==> src/design/dsfp_fifo.sv <==
module dsfp_fifo #(
	parameter int WIDTH = 8,
	parameter int DEPTH = 4
) (
	input  logic clk,
	input  logic arst_n,
	input  logic push,
	input  logic [WIDTH-1:0] din,
	output logic full,
	input  logic pop,
	output logic [WIDTH-1:0] dout,
	output logic empty
);

	localparam int AW = (DEPTH > 1) ? $clog2(DEPTH) : 1;
	localparam int CW = $clog2(DEPTH + 1);

	logic [WIDTH-1:0] mem_q [DEPTH];
	logic [AW-1:0] wptr_q, rptr_q;
	logic [CW-1:0] count_q;
	logic push_ok, pop_ok;

	assign full = (count_q == CW'(DEPTH));
	assign empty = (count_q == '0);
	assign push_ok = push && !full;
	assign pop_ok = pop && !empty;
	assign dout = mem_q[rptr_q];

	always_ff @(posedge clk) begin
		if (push_ok) begin
			mem_q[wptr_q] <= din;
		end
	end

	always_ff @(posedge clk or negedge arst_n) begin
		if (!arst_n) begin
			wptr_q <= '0;
			rptr_q <= '0;
			count_q <= '0;
		end else begin
			if (push_ok) begin
				wptr_q <= (wptr_q == AW'(DEPTH - 1)) ? '0 : wptr_q + 1'b1;
			end
			if (pop_ok) begin
				rptr_q <= (rptr_q == AW'(DEPTH - 1)) ? '0 : rptr_q + 1'b1;
			end
			count_q <= count_q + CW'(push_ok) - CW'(pop_ok);
		end
	end

endmodule

==> config.mk <==
export PLATFORM = sky130hd
export DESIGN_NAME = dsfp_fifo
export DESIGN_NICKNAME = d
export VERILOG_FILES = /design/src/design/dsfp_fifo.sv
export SDC_FILE = /design/constraint.sdc
export NUM_CORES = 1
export LEC_CHECK = 0
export BUFFER_PORTS_ARGS = -buffer_cell sky130_fd_sc_hd__buf_2
export CAP_MARGIN = 20
export CORE_ASPECT_RATIO = 0.7
export CORE_MARGIN = 2
export CORE_UTILIZATION = 26
export CTS_BUF_LIST = sky130_fd_sc_hd__clkbuf_4
export DETAILED_ROUTE_END_ITERATION = 12
export PLACE_DENSITY = 0.52
export SETUP_SLACK_MARGIN = 0.5
export SLEW_MARGIN = 20
export SYNTH_ARGS = -nofsm -noshare
export SYNTH_HDL_FRONTEND = slang
export SYNTH_SLANG_ARGS = --single-unit
==> constraint.sdc <==
create_clock -name clk -period 4.7 [get_ports clk]
set_clock_uncertainty 0.2 [all_clocks]
set_input_delay 0.235 -clock clk [delete_from_list [all_inputs] [get_ports clk]]
set_output_delay 0.235 -clock clk [all_outputs]
set_load 0.01 [all_outputs]
* Yosys cells after proc, flatten, opt, wreduce, memory -nomap -nowiden
Memory sizes are Yosys's and may differ from the RTL's.
Index checks and enable logic that the tools add are counted.
** Storage, ports and cells
- Register bits :: 7
- Bits in latches :: 0
- Bits in writable memories :: 32
- ROM bits :: 0
- Input bits :: 12
- Word-level logic and storage cells :: 20
- Memories kept :: 1
** Operators by class
- Add/subtract/negate cells :: 4
- Multipliers :: 0
- Divide/modulo/power cells :: 0
- $lt $le $gt $ge :: 0
- Eq/ne operators :: 3
- Shifts and indexed selects :: 0
- Muxes and demuxes :: 4
- Bitwise operators :: 0
- Reductions and logical operators :: 5
** Memory list
- mem_q :: words 4, bits a word 8, rd ports 1, clocked after Yosys merged registers in 0, write ports 1, RTL line 18 : logic [WIDTH-1:0] mem_q [DEPTH];
** Operators by type and width (number)
- adder 2 x 1 -> 2 bit (second input constant) :: 2
- == test 2 bit (second input constant) :: 2
- two-way mux 2 bit :: 2
- adder 3 x 1 -> 3 bit :: 1
- == test 3 bit (second input constant) :: 1
- logical NOT 3 bit :: 1
- subtractor 3 x 1 -> 3 bit :: 1
- logical AND 1 bit :: 2
- logical NOT 1 bit :: 2
- two-way mux 1 bit :: 2

* Logic depth before layout (Yosys ltp)
- Depth in word-level cells :: 5
- Gate-level depth with buffers :: 9
- Depth with buffers taken out :: 9

* Worst setup path after synthesis
OpenSTA, ideal clock, no wires.
- Path type :: reg2reg
- Start :: register count_q[1]
- End :: register count_q[2]
- Arrival :: 2.114 ns
- Data required time :: 4.377 ns
- Slack :: 2.263 ns
- Stages on the path, launching flop included :: 10
- Buffers on the path :: 0
- Clock period less this slack :: 2.437 ns
- Cell sequence :: dfrtp_1 -> nor3_1 -> nand2b_4 -> inv_1 -> ha_1 -> inv_1 -> ha_1 -> fa_1 -> xnor2_1 -> xnor2_1
** Between the ends
- Elaborated cells on any way between the ends :: 8
- Classes of those cells :: add/sub: 2; eq/ne: 1; reduce/logical: 5
** RTL lines
- from (decl) :: RTL line 20 : logic [CW-1:0] count_q;
- from (signal assigned) :: RTL line 47 : count_q <= count_q + CW'(push_ok) - CW'(pop_ok);
- logical NOT 3 bit :: RTL line 24 : assign empty = (count_q == '0);
- named net empty :: RTL line 12 : output logic empty
- logical NOT 1 bit :: RTL line 26 : assign pop_ok = pop && !empty;
- logical AND 1 bit :: RTL line 26
- named net pop_ok :: RTL line 21 : logic push_ok, pop_ok;
- subtractor 3 x 1 -> 3 bit :: RTL line 47
The timed path passes the listed nets, and every way through them passes these cells.
A chain may end at the register's enable or synchronous reset.

* Final worst setup path
- Start :: register count_q[1]
- End :: register count_q[2]
** Between the ends
- Elaborated cells on any way between the ends :: 8
- Classes of those cells :: add/sub: 2; eq/ne: 1; reduce/logical: 5
** RTL lines (RTL line)
- logical NOT 3 bit :: 24
- logical NOT 1 bit :: 26
- logical AND 1 bit :: 26
- named net pop_ok :: 21
- subtractor 3 x 1 -> 3 bit :: 47
The timed path passes the listed nets, and every way through them passes these cells.

==> key figures <==
Synthesis
  • Seq/Total Area, Yosys: 70.9%
  • Yosys warns: 0
  • Synth Net Count: 101
  • Syn_area_per_cell: 19.8 um2
  • Post-Synthesis Cell Area: 1600 um2
  • Yosys top cell area share: 60.0%
  • Cell taking the most area after synthesis: edfxtp_1
  • Distinct cells, synth: 19
  • Seq cells post-synth: 39
  • Area contributors post-synth: edfxtp_1, mux4_2, dfrtp_1
  • Post-synthesis instance total: 81

Power and ir drop
  • Leakage: 0.759 nW
  • Pwr dens: 591 nW/um2
  • Worst vdd ir: 0.229 mV
  • Total Power: 1.18 mW

Setup path
  • Top delay family on crit path: adder cells
  • CP Cell Sequence: nor3_1 > nand2b_4 > inv_1 > ha_1 > inv_1 > ha_1 > fa_1 > xnor2_1 > xnor2_1
  • CP peak stage delay: 0.44 ns
  • Setup slack, reg-to-reg: 2.26 ns
  • Path type of the worst setup path: flip-flop to flip-flop
  • CP required: 4.77 ns
  • Crit start category: flip-flop
  • Worst EP arrival: 2.51 ns
  • Worst Path Buf+Inv: 2
  • Critical-path top delay cell: dfrtp_1
  • Critical path endpoint category: flip-flop
  • Crit Path Max Fanout: 3

Clock network
  • Num CTS Buffers: 5
  • Cts repair resizes: 0
  • Bufs on Longest Clock Path: 2
  • CTS root buffer: clkbuf_4
  • CTS Sinks: 39
  • Setup Fix Bufs, Post-CTS: 0
  • TritonCTS clock tree: done
  • Worst-path clk slew: 0.11 ns
  • CTS H-tree lvls: 2
  • Worst-Skew Late Latency: 0.34 ns
  • CTS hold repair buffers: 10

STA
  • Final period util: 51.9%
  • Worst-Margin Slew: 0.634 ns
  • Setup violations, final: 0
  • Final WS setup: 2.26 ns
  • Setup TNS: 0 ns
  • Final slew viol count: 0
  • Period minus WS final: 2.44 ns
  • Final hold violations: 0
  • Fmax: 0.410 GHz
  • Slew HR: 57.8%
  • Minimum hold slack: 0.0329 ns
  • RSZ-0062 raised after global routing: no

Final layout
  • Share of layout cells above drive strength 1: 36.4%
  • Synthesis-to-finish area growth: 24.7%
  • Design Area, Final: 2000 um2
  • Commonest cells after routing, fill and taps aside: edfxtp_1, buf_2, dlygate4sd3_1
  • Final net count: 137
  • Most common cell after layout, fill and taps aside: edfxtp_1
  • Diode count: 0

Floorplanning
  • Number of placement rows: 23
  • Starting Density: 27.4%
  • Ports: 22
  • Die X-Extent: 97.8 um
  • Full die area: 6820 um2
  • Die Y: 69.7 um
  • Core ar.: 5840 um2

Detailed routing
  • DRT iter0 DRCs: 5
  • Router iterations before antenna repair: 4
  • Post-DR vias/cell: 4.28
  • Post-DRT Antenna Nets: 0
  • Via count: 826
  • # DRC: 0
  • DR WL/cell: 13.9 um
  • Drt total wl: 2.69 mm

Place
  • Gp weighted congestion: 0.701
  • Area post-placement: 1790 um2
  • Post-Place Worst Slack: 2.29 ns
  • Final HPWL DP: 1.89 mm
  • Port Buffer Count: 21

Global routing
  • GR Overflow Total: 0
  • First-pass GRT wire length: 4.25 mm
  • Total global-route track usage: 8.51%
  • Initial antenna violation count: 0
  • Vias in the first global route: 847
  • Largest net degree at the start of global routing: 13

Min path
  • Hold Path Class: primary input to async pin

Job
  • Max cap viols: 0

Run status
  • Status: finished, final reports clean
## layout make-up
cell class | count | area (um2)
Multi-Input combinational cell | 33 | 432
Inverter | 7 | 26.3
Tap cell | 75 | 93.8
Clock buffer | 6 | 45.0
Sequential cell | 39 | 1140
Fill cell | 559 | 3840
Timing Repair Buffer | 31 | 205
Clock inverter | 2 | 60.1
## stage by stage
| step | utilization (%) | cells |
|---|---|---|
| finish | 34.2 | 193 |
| CTS | 34.2 | 193 |
| floorplan | - | 81 |
| detailed placement | 30.7 | 175 |
| global route | 34.2 | 193 |
| global placement | 30.7 | 175 |
## power breakdown
group	total (mW)	switching [mW]	leakage [nW]	internal, mW
Sequential	0.546	0.0796	0.376	0.467
Clock	0.278	0.106	0.0559	0.172
Combinational	0.356	0.161	0.328	0.195
Total	1.18	0.347	0.759	0.834
## Yosys cell counts, drive strengths merged
| library cell | instances |
|---|---|
| nor2b | 1 |
| ha | 7 |
| edfxtp | 32 |
| dfrtp | 7 |
| inv | 7 |
| and2 | 4 |
| nor3b | 1 |
| mux4 | 8 |
| nand2 | 1 |
| nor2 | 2 |
| buf | 1 |
| clkbuf | 1 |
| fa | 1 |
| nand2b | 1 |
| xnor2 | 2 |
| o22ai | 1 |
| mux2 | 3 |
| nor3 | 1 |
## worst paths after layout
path                                  from         end  cells past startpoint
worst max-delay path            count_q[1]  count_q[2]                      9
worst min-delay path                arst_n   wptr_q[1]                      2
worst max register to register  count_q[1]  count_q[2]                      9
worst min register to register  count_q[0]  count_q[0]                      1
max in group asynchronous           arst_n   rptr_q[0]                      2
min in group clk                       pop   rptr_q[0]                      3
## cells by family (layout without fill, tap and decap cells)
logic type,Yosys count,after routing,synth area share [%]
muxes,11,11,13.6
adders and majority gates,8,8,6.71
and+or+nand+nor,11,11,5.15
buffers and inverters,9,46,2.19
DFF,39,39,70.9
xor gates and xnor gates,2,2,1.09
AOI/OAI and AO/OA,1,1,0.391
## flip-flops by register name (all words and copies together) (netlist names)
register  flops
mem_q        32
count_q       3
rptr_q        2
wptr_q        2
## layer usage
metal	part of all wire (%)	global-route usage, %	vias to the layer above	wire [um]
li1	-	-	377	-
met1	46	10.7	419	1220
met2	48	13.2	23	1290
met3	4.9	3.02	7	131
met4	1.7	3.70	0	46
met5	0	0	-	0
## worst register-to-register path, delay by kind of cell, from the launching register on
family | cells | cell delay, ns
and+or+nand+nor | 2 | 0.49
xor gates and xnor gates | 2 | 0.33
adders and majority gates | 3 | 0.83
DFF | 1 | 0.44
buffers and inverters | 2 | 0.08
(Power assumes the default switching activity.)
