## src/design/dsfp_pkg.sv

```systemverilog
package dsfp_pkg;

	// Default build and reset values
	localparam int MAX_DECIMALS_DEF = 19;
	localparam int JOB_DEPTH_DEF = 4;
	localparam int RES_DEPTH_DEF = 8;
	localparam logic [4:0] FRAC_DIGITS_RST = 5'd12;
	localparam logic [63:0] ATOMIC_UNITS_RST = 64'd1000000000000;

	// Register select, taken from paddr[3]
	localparam logic REG_FRAC_DIGITS = 1'b0;
	localparam logic REG_ATOMIC_UNITS = 1'b1;

	// Character codes
	localparam logic [7:0] CHAR_ZERO = 8'h30;
	localparam logic [7:0] CHAR_NINE = 8'h39;
	localparam logic [7:0] CHAR_POINT = 8'h2E;
	localparam logic [7:0] CHAR_SPACE = 8'h20;
	localparam logic [7:0] CHAR_TAB = 8'h09;
	localparam logic [7:0] CHAR_CR = 8'h0D;

	// One parsed string, handed from the parser to the scaling pipeline
	typedef struct packed {
		logic [63:0] whole;
		logic [63:0] frac;
		logic [4:0] pad;
		logic ok;
	} job_t;

	typedef struct packed {
		logic [63:0] amount;
		logic well_formed;
	} res_t;

	function automatic logic [63:0] mul_ten_add(input logic [63:0] x, input logic [3:0] d);
		mul_ten_add = (x << 3) + (x << 1) + {60'd0, d};
	endfunction

	function automatic logic [63:0] pow_ten(input logic [4:0] n);
		case (n)
			5'd0: pow_ten = 64'd1;
			5'd1: pow_ten = 64'd10;
			5'd2: pow_ten = 64'd100;
			5'd3: pow_ten = 64'd1000;
			5'd4: pow_ten = 64'd10000;
			5'd5: pow_ten = 64'd100000;
			5'd6: pow_ten = 64'd1000000;
			5'd7: pow_ten = 64'd10000000;
			5'd8: pow_ten = 64'd100000000;
			5'd9: pow_ten = 64'd1000000000;
			5'd10: pow_ten = 64'd10000000000;
			5'd11: pow_ten = 64'd100000000000;
			5'd12: pow_ten = 64'd1000000000000;
			5'd13: pow_ten = 64'd10000000000000;
			5'd14: pow_ten = 64'd100000000000000;
			5'd15: pow_ten = 64'd1000000000000000;
			5'd16: pow_ten = 64'd10000000000000000;
			5'd17: pow_ten = 64'd100000000000000000;
			5'd18: pow_ten = 64'd1000000000000000000;
			5'd19: pow_ten = 64'd10000000000000000000;
			default: pow_ten = 64'd0;
		endcase
	endfunction

endpackage

```

## src/design/dsfp_front.sv

```systemverilog
module dsfp_front (
	input  logic clk,
	input  logic arst_n,
	input  logic accept,
	input  logic [7:0] char_code,
	input  logic last_char,
	input  logic [4:0] fd,
	output logic job_push,
	output dsfp_pkg::job_t job
);

	typedef enum logic [2:0] {PH_LEAD, PH_WHOLE, PH_FRAC, PH_TRAIL, PH_ERR} phase_t;

	phase_t phase_q, phase_n;
	logic [63:0] whole_q, whole_n, frac_q, frac_n;
	logic [4:0] count_q, count_n;
	logic seen_q, seen_n;
	logic digit, blank, ok;
	logic [7:0] dsub;
	logic [3:0] dval;

	always_comb begin
		digit = char_code inside {[dsfp_pkg::CHAR_ZERO:dsfp_pkg::CHAR_NINE]};
		blank = char_code inside {dsfp_pkg::CHAR_SPACE, [dsfp_pkg::CHAR_TAB:dsfp_pkg::CHAR_CR]};
		dsub = char_code - dsfp_pkg::CHAR_ZERO;
		dval = dsub[3:0];
		phase_n = phase_q;
		whole_n = whole_q;
		frac_n = frac_q;
		count_n = count_q;
		seen_n = seen_q;
		case (phase_q)
			PH_LEAD, PH_WHOLE: begin
				if (digit) begin
					whole_n = dsfp_pkg::mul_ten_add(whole_q, dval);
					seen_n = 1'b1;
					phase_n = PH_WHOLE;
				end else if (char_code == dsfp_pkg::CHAR_POINT) begin
					phase_n = PH_FRAC;
				end else if (blank) begin
					phase_n = (phase_q == PH_LEAD) ? PH_LEAD : PH_TRAIL;
				end else begin
					phase_n = PH_ERR;
				end
			end
			PH_FRAC: begin
				if (digit) begin
					// past the allowed decimals
					if (count_q >= fd) begin
						phase_n = PH_ERR;
					end else begin
						frac_n = dsfp_pkg::mul_ten_add(frac_q, dval);
						count_n = count_q + 5'd1;
						seen_n = 1'b1;
					end
				end else if (blank) begin
					phase_n = PH_TRAIL;
				end else begin
					phase_n = PH_ERR;
				end
			end
			PH_TRAIL: begin
				if (!blank) begin
					phase_n = PH_ERR;
				end
			end
			default: phase_n = PH_ERR;
		endcase

		ok = (phase_n != PH_ERR) && seen_n && (count_n <= fd);
		job.whole = whole_n;
		job.frac = frac_n;
		job.pad = ok ? fd - count_n : 5'd0;
		job.ok = ok;
		job_push = accept && last_char;
	end

	always_ff @(posedge clk or negedge arst_n) begin
		if (!arst_n) begin
			phase_q <= PH_LEAD;
			whole_q <= '0;
			frac_q <= '0;
			count_q <= '0;
			seen_q <= 1'b0;
		end else if (accept) begin
			if (last_char) begin
				phase_q <= PH_LEAD;
				whole_q <= '0;
				frac_q <= '0;
				count_q <= '0;
				seen_q <= 1'b0;
			end else begin
				phase_q <= phase_n;
				whole_q <= whole_n;
				frac_q <= frac_n;
				count_q <= count_n;
				seen_q <= seen_n;
			end
		end
	end

`ifndef ASSERT_OFF
	a_no_digit_empty_acc: assert property (@(posedge clk) disable iff (!arst_n)
		!seen_q |-> (whole_q == '0 && frac_q == '0 && count_q == '0))
		else $error("accumulators moved without a digit");
	a_lead_no_digit: assert property (@(posedge clk) disable iff (!arst_n)
		(phase_q == PH_LEAD) |-> !seen_q)
		else $error("leading phase after a digit");
	a_bad_no_pad: assert property (@(posedge clk) disable iff (!arst_n)
		!job.ok |-> (job.pad == '0))
		else $error("malformed string carries a pad count");
`endif

endmodule

```

## config.mk

```make
export PLATFORM = sky130hd
export DESIGN_NAME = dsfp_front
export DESIGN_NICKNAME = d
export VERILOG_FILES = /design/src/design/dsfp_pkg.sv /design/src/design/dsfp_front.sv
export SDC_FILE = /design/constraint.sdc
export NUM_CORES = 1
export LEC_CHECK = 0
export BUFFER_PORTS_ARGS = -buffer_cell sky130_fd_sc_hd__buf_2
export CAP_MARGIN = 20
export CELL_PAD_IN_SITES_DETAIL_PLACEMENT = 1
export CELL_PAD_IN_SITES_GLOBAL_PLACEMENT = 1
export CORE_ASPECT_RATIO = 1.5
export CORE_MARGIN = 3
export CORE_UTILIZATION = 46
export CTS_CLUSTER_DIAMETER = 150
export DETAILED_ROUTE_END_ITERATION = 12
export PLACE_DENSITY = 0.93
export SYNTH_ARGS = -nofsm -noshare
export SYNTH_HDL_FRONTEND = slang
export SYNTH_SLANG_ARGS = --single-unit
```

## constraint.sdc

```tcl
create_clock -name clk -period 5.6 [get_ports clk]
set_input_delay 0.56 -clock clk [delete_from_list [all_inputs] [get_ports clk]]
set_output_delay 0.56 -clock clk [all_outputs]
set_load 0.03 [all_outputs]
```

Word level (Yosys, flattened, before mapping)
Cells that the tools add are included.
- add/subtract/negate cells: 7
- magnitude comparators: 6
- equality and inequality tests: 6
- mux-type cells: 27
- reductions and logical operators: 8
- operator list (operator ; count):
    2-to-1 mux 64 bit ; 7
    adder 64 x 4 -> 64 bit ; 2
    adder 64 bit ; 2
    2-to-1 mux 5 bit ; 5
    2-to-1 mux 3 bit ; 8
    == test 8 x 6 -> 1 bit, second input constant ; 2
    case mux 3 bit (3 select lines) ; 1
    >= comparator 8 x 4 -> 1 bit, second input constant ; 1
    >= comparator 8 x 6 -> 1 bit, second input constant ; 1
    <= comparator 8 x 4 -> 1 bit, second input constant ; 1
    <= comparator 8 x 6 -> 1 bit, second input constant ; 1
    == test 3 x 2 -> 1 bit, second input constant ; 2
    adder 5 x 1 -> 5 bit, second input constant ; 1
    >= comparator 5 bit ; 1
    <= comparator 5 bit ; 1
    logical AND 1 bit ; 5
    subtractor 5 bit ; 1
    2-to-1 mux 1 bit ; 4
    subtractor 4 x 1 -> 4 bit, second input constant ; 1
    == test 3 x 1 -> 1 bit, second input constant ; 1
    zero test 3 bit ; 1
    inequality test 3 bit, second input constant ; 1
    2-to-1 mux 2 bit ; 1
    case mux 1 bit (2 select lines) ; 1
    other kinds (2) ; 2
- flip-flop bits (word level): 137
- input bits: 17
- output and inout port bits: 135
- word-level logic and storage cells: 59

Depth between registers and ports, before layout
- depth in word-level cells: 11
- depth in mapped cells: 21
- mapped depth without buffers: 18

Worst setup path before layout
Ideal clock, no wire load.
- kind: input to output
- from: in fd[0]
- to: out job[5] (netlist bit)
- data arrival time: 4.563 ns
- data required time: 5.040 ns
- setup slack: 0.477 ns
- stages on the path: 18
- buffers on the path: 2
- path through: ha_1 nand2b_1 a21o_1 a21oi_1 nor2b_1 o21ai_1 nand2_1 nor3_1 clkbuf_1 buf_1 xnor2_1 ha_1 fa_1 inv_1 a21o_1 a21oi_1 xor2_1 nor4_1
- RTL lines (element ; line ; source):
    start: declaration ; dsfp_front.sv:7 ; input logic [4:0] fd,
    end: declaration ; dsfp_front.sv:9 ; output dsfp_pkg::job_t job

==> metrics.yaml <==
clkTransAtPathRegs_ns: 0.07
synth_compound_gate_area_share_pct: 28.7
clock_latency_ns: 0.47
maxSlewHeadroom_pct: 30.8
final_util_pct: 51.7
syn_nets: 2336
via_per_inst: 6.52
hold_path_class: "primary input to async pin"
grt_pass1_vias: 18343
cts_buffers: 17
synth_top_area_cell: "dfrtp_1"
p_leak_nw: 9.62
synth-simple-area-share_pct: 18.6
synth_xor_area_share_pct: 6.91
postRouteWirelength_um: 62900
fin_nets: 2392
syn_avg_cell_area_um2: 7.94
rsz0062_at_grt: "no"
synth_seq_cells: 137
startpoint_type: "flip-flop"
synthTopCellsByArea: "dfrtp_1 (21%), ha_1 (20%), nand2_1 (7.4%), a21oi_1 (5.0%), xnor2_1 (4.3%)"
wl_per_cell_um: 24.2
yosysTopAreaCellShare_pct: 21.0
synthMuxAreaShare_pct: 0.260
cts_resized: 0
clock_sinks: 137
grt_max_degree: 89
routabilityCongestion: 1.00
setup_violations: 0
ys.flop_type: "dfrtp_1"
synth-edff-count: 0
drcViolationCount: 0
ys_async_sr_fraction_pct: 100
cts_tree: "yes"
fin_skew_ns: 0.0100
synthMostInstantiatedCell: "nand2_1"
reg2reg_to: "frac_q[59]"
postCtsSetupRepairBufs: 0
synth_commonest_cells: "nand2_1 (324), ha_1 (255), a21oi_1 (163)"
worstMarginPinSlew_ns: 1.03
synth_cells: 2059
status: "complete, no violations"
dieArea_um2: 37900
fill_cells: 4321
r2r_slack_ns: 1.44
clk_root_buffer_cell: "clkbuf_16"
antenna_found_initial: 1
grtUsageTotal_pct: 32.4
die_h_um: 237
clock.fmax_ghz: 0.188
rows: 83
r2r_cells: 15
max-cap-violations: 0
timing_worst_setup_path_type: "flip-flop to primary output"
grt_pass1_wl_um: 98500
r2r-start: "frac_q[0]"
drt-pass1-iter-count: 5
required_ns: 5.04
num_vias: 16913
crit_path_end_kind: "primary output"
min_period_over_period_pct: 94.8
finalCriticalPeriod_ns: 5.31
layout-drive-gt1-share_pct: 11.5
numPortBuffers: 151
drt_iter0_markers: 960
drv_slew: 0
start_util_pct: 47.1
ant_nets: 0
h-tree-depth: 4
io_pins: 152
core_area_um2: 34700
seq_area_frac_synth_pct: 21.0
syn_area_um2: 16400
cts_max_path_buffers: 2
die_w_um: 160
powerDensity_nw_per_um2: 149
finalSetupTns_ns: 0
cp.arrival_ns: 4.75
cp_max_fo: 24
ys_warn_count: 0
synth_fa_ha_area_share_pct: 20.1
synth_top_family_by_area: "compound AO/OA/AOI/OAI gates"
gr-total-overflow: 0
synth_cell_type_count: 82
cts_hold_buffers: 0
dp_hpwl_um: 47700
hold_violations: 0
area_growth_pct: 9.73
vdd_drop_max_mv: 0.129
## cell families (layout without fill, tap and decap cells)
logic type / after synthesis / after routing
mux: 4 / 4
fa+ha+maj: 260 / 260
flops: 137 / 137
buf+inv: 185 / 254
other cells: 0 / 1
xor+xnor: 129 / 129
compound gates: 703 / 703
simple gates: 641 / 641
## cells in the final DEF (no fill, tap or decap), types with 12 or more instances in the layout
cell,instances
nor2b_1,17
ha_1,255
xnor2_1,80
buf_2,150
nand2_1,324
xor2_1,49
buf_4,15
o31ai_1,18
nand4_1,50
nor2_1,73
a21oi_1,162
dfrtp_1,137
o21a_1,19
a22o_1,64
or3_1,14
nand3_1,37
o21ai_0,113
o21bai_1,23
and3_1,36
nor3_1,24
o2bb2ai_1,34
clkbuf_16,17
o21ai_1,68
inv_1,54
a21o_1,85
nand2b_1,12
## worst max path at each step
stage	slack, ns	end	startpoint	cells after the start
after floorplan	0.48	job[5]	fd[0]	18
after global placement	0.81	job[128]	char_code[3]	18
after detailed placement	0.59	job[5]	fd[0]	19
after CTS	0.15	job[5]	count_q[0]	19
after global routing	0.02	job[5]	count_q[0]	19
final	0.29	job[5]	count_q[0]	19
## sequential cells by signal (all words and copies together) (netlist names)
| signal | count |
|---|---|
| frac_q | 64 |
| whole_q | 64 |
| seen_q | 1 |
| phase_q | 3 |
| count_q | 5 |
## worst max-delay path, cell delays in order, from the launching register on
cell and delay, ns:
dfrtp_1 0.46, inv_1 0.13, ha_1 0.29, nand2b_1 0.14
a21o_1 0.18, a21oi_1 0.14, nor2b_1 0.06, o21ai_1 0.17
nand2_1 0.14, nor3_2 0.28, buf_4 0.36, nand2_1 0.12
xor2_1 0.17, ha_1 0.36, a21oi_1 0.30, nand2_1 0.13
a21o_1 0.21, a21oi_2 0.29, nor4_2 0.12, buf_2 0.25
## through the flow
stage / worst slack, ns / cells / total power [mW] / hold slack [ns] / area (um2)
2_1_floorplan: 0.477 / 2059 / 1.30 / 0.264 / 16400
3_3_place_gp: 0.809 / 2562 / 1.43 / 0.466 / 17300
3_5_place_dp: 0.587 / 2563 / 1.45 / 0.484 / 17300
4_1_cts: 0.149 / 2595 / 2.68 / 0.217 / 17900
5_1_grt: 0.0162 / 2596 / 2.75 / 0.253 / 17900
6_report: 0.290 / 2596 / 2.67 / 0.186 / 17900
## per-layer routing
layer	GRT usage, %	part of all wire, %
met1	31.8	35
met2	61.2	52
met3	4.15	4.1
met4	23.9	8.3
met5	0	0
## where the power goes
part,internal (mW),switching [mW],total [mW]
combinational,0.114,0.282,0.396
clock,0.721,0.510,1.23
sequential,1.01,0.0312,1.04
## area by class of cell
cell class / count / area [um2] / share of cell area [%]
tap: 467 / 584 / 3.26
timing repair buffer: 167 / 886 / 4.94
inverter: 55 / 209 / 1.16
clock buffer: 20 / 457 / 2.55
multi-input combinational: 1737 / 12200 / 68.1
sequential: 137 / 3430 / 19.1
clock inverter: 12 / 149 / 0.830
antenna: 1 / 2.50 / 0.0139
No activity file was read; power rests on OpenSTA's default activity.
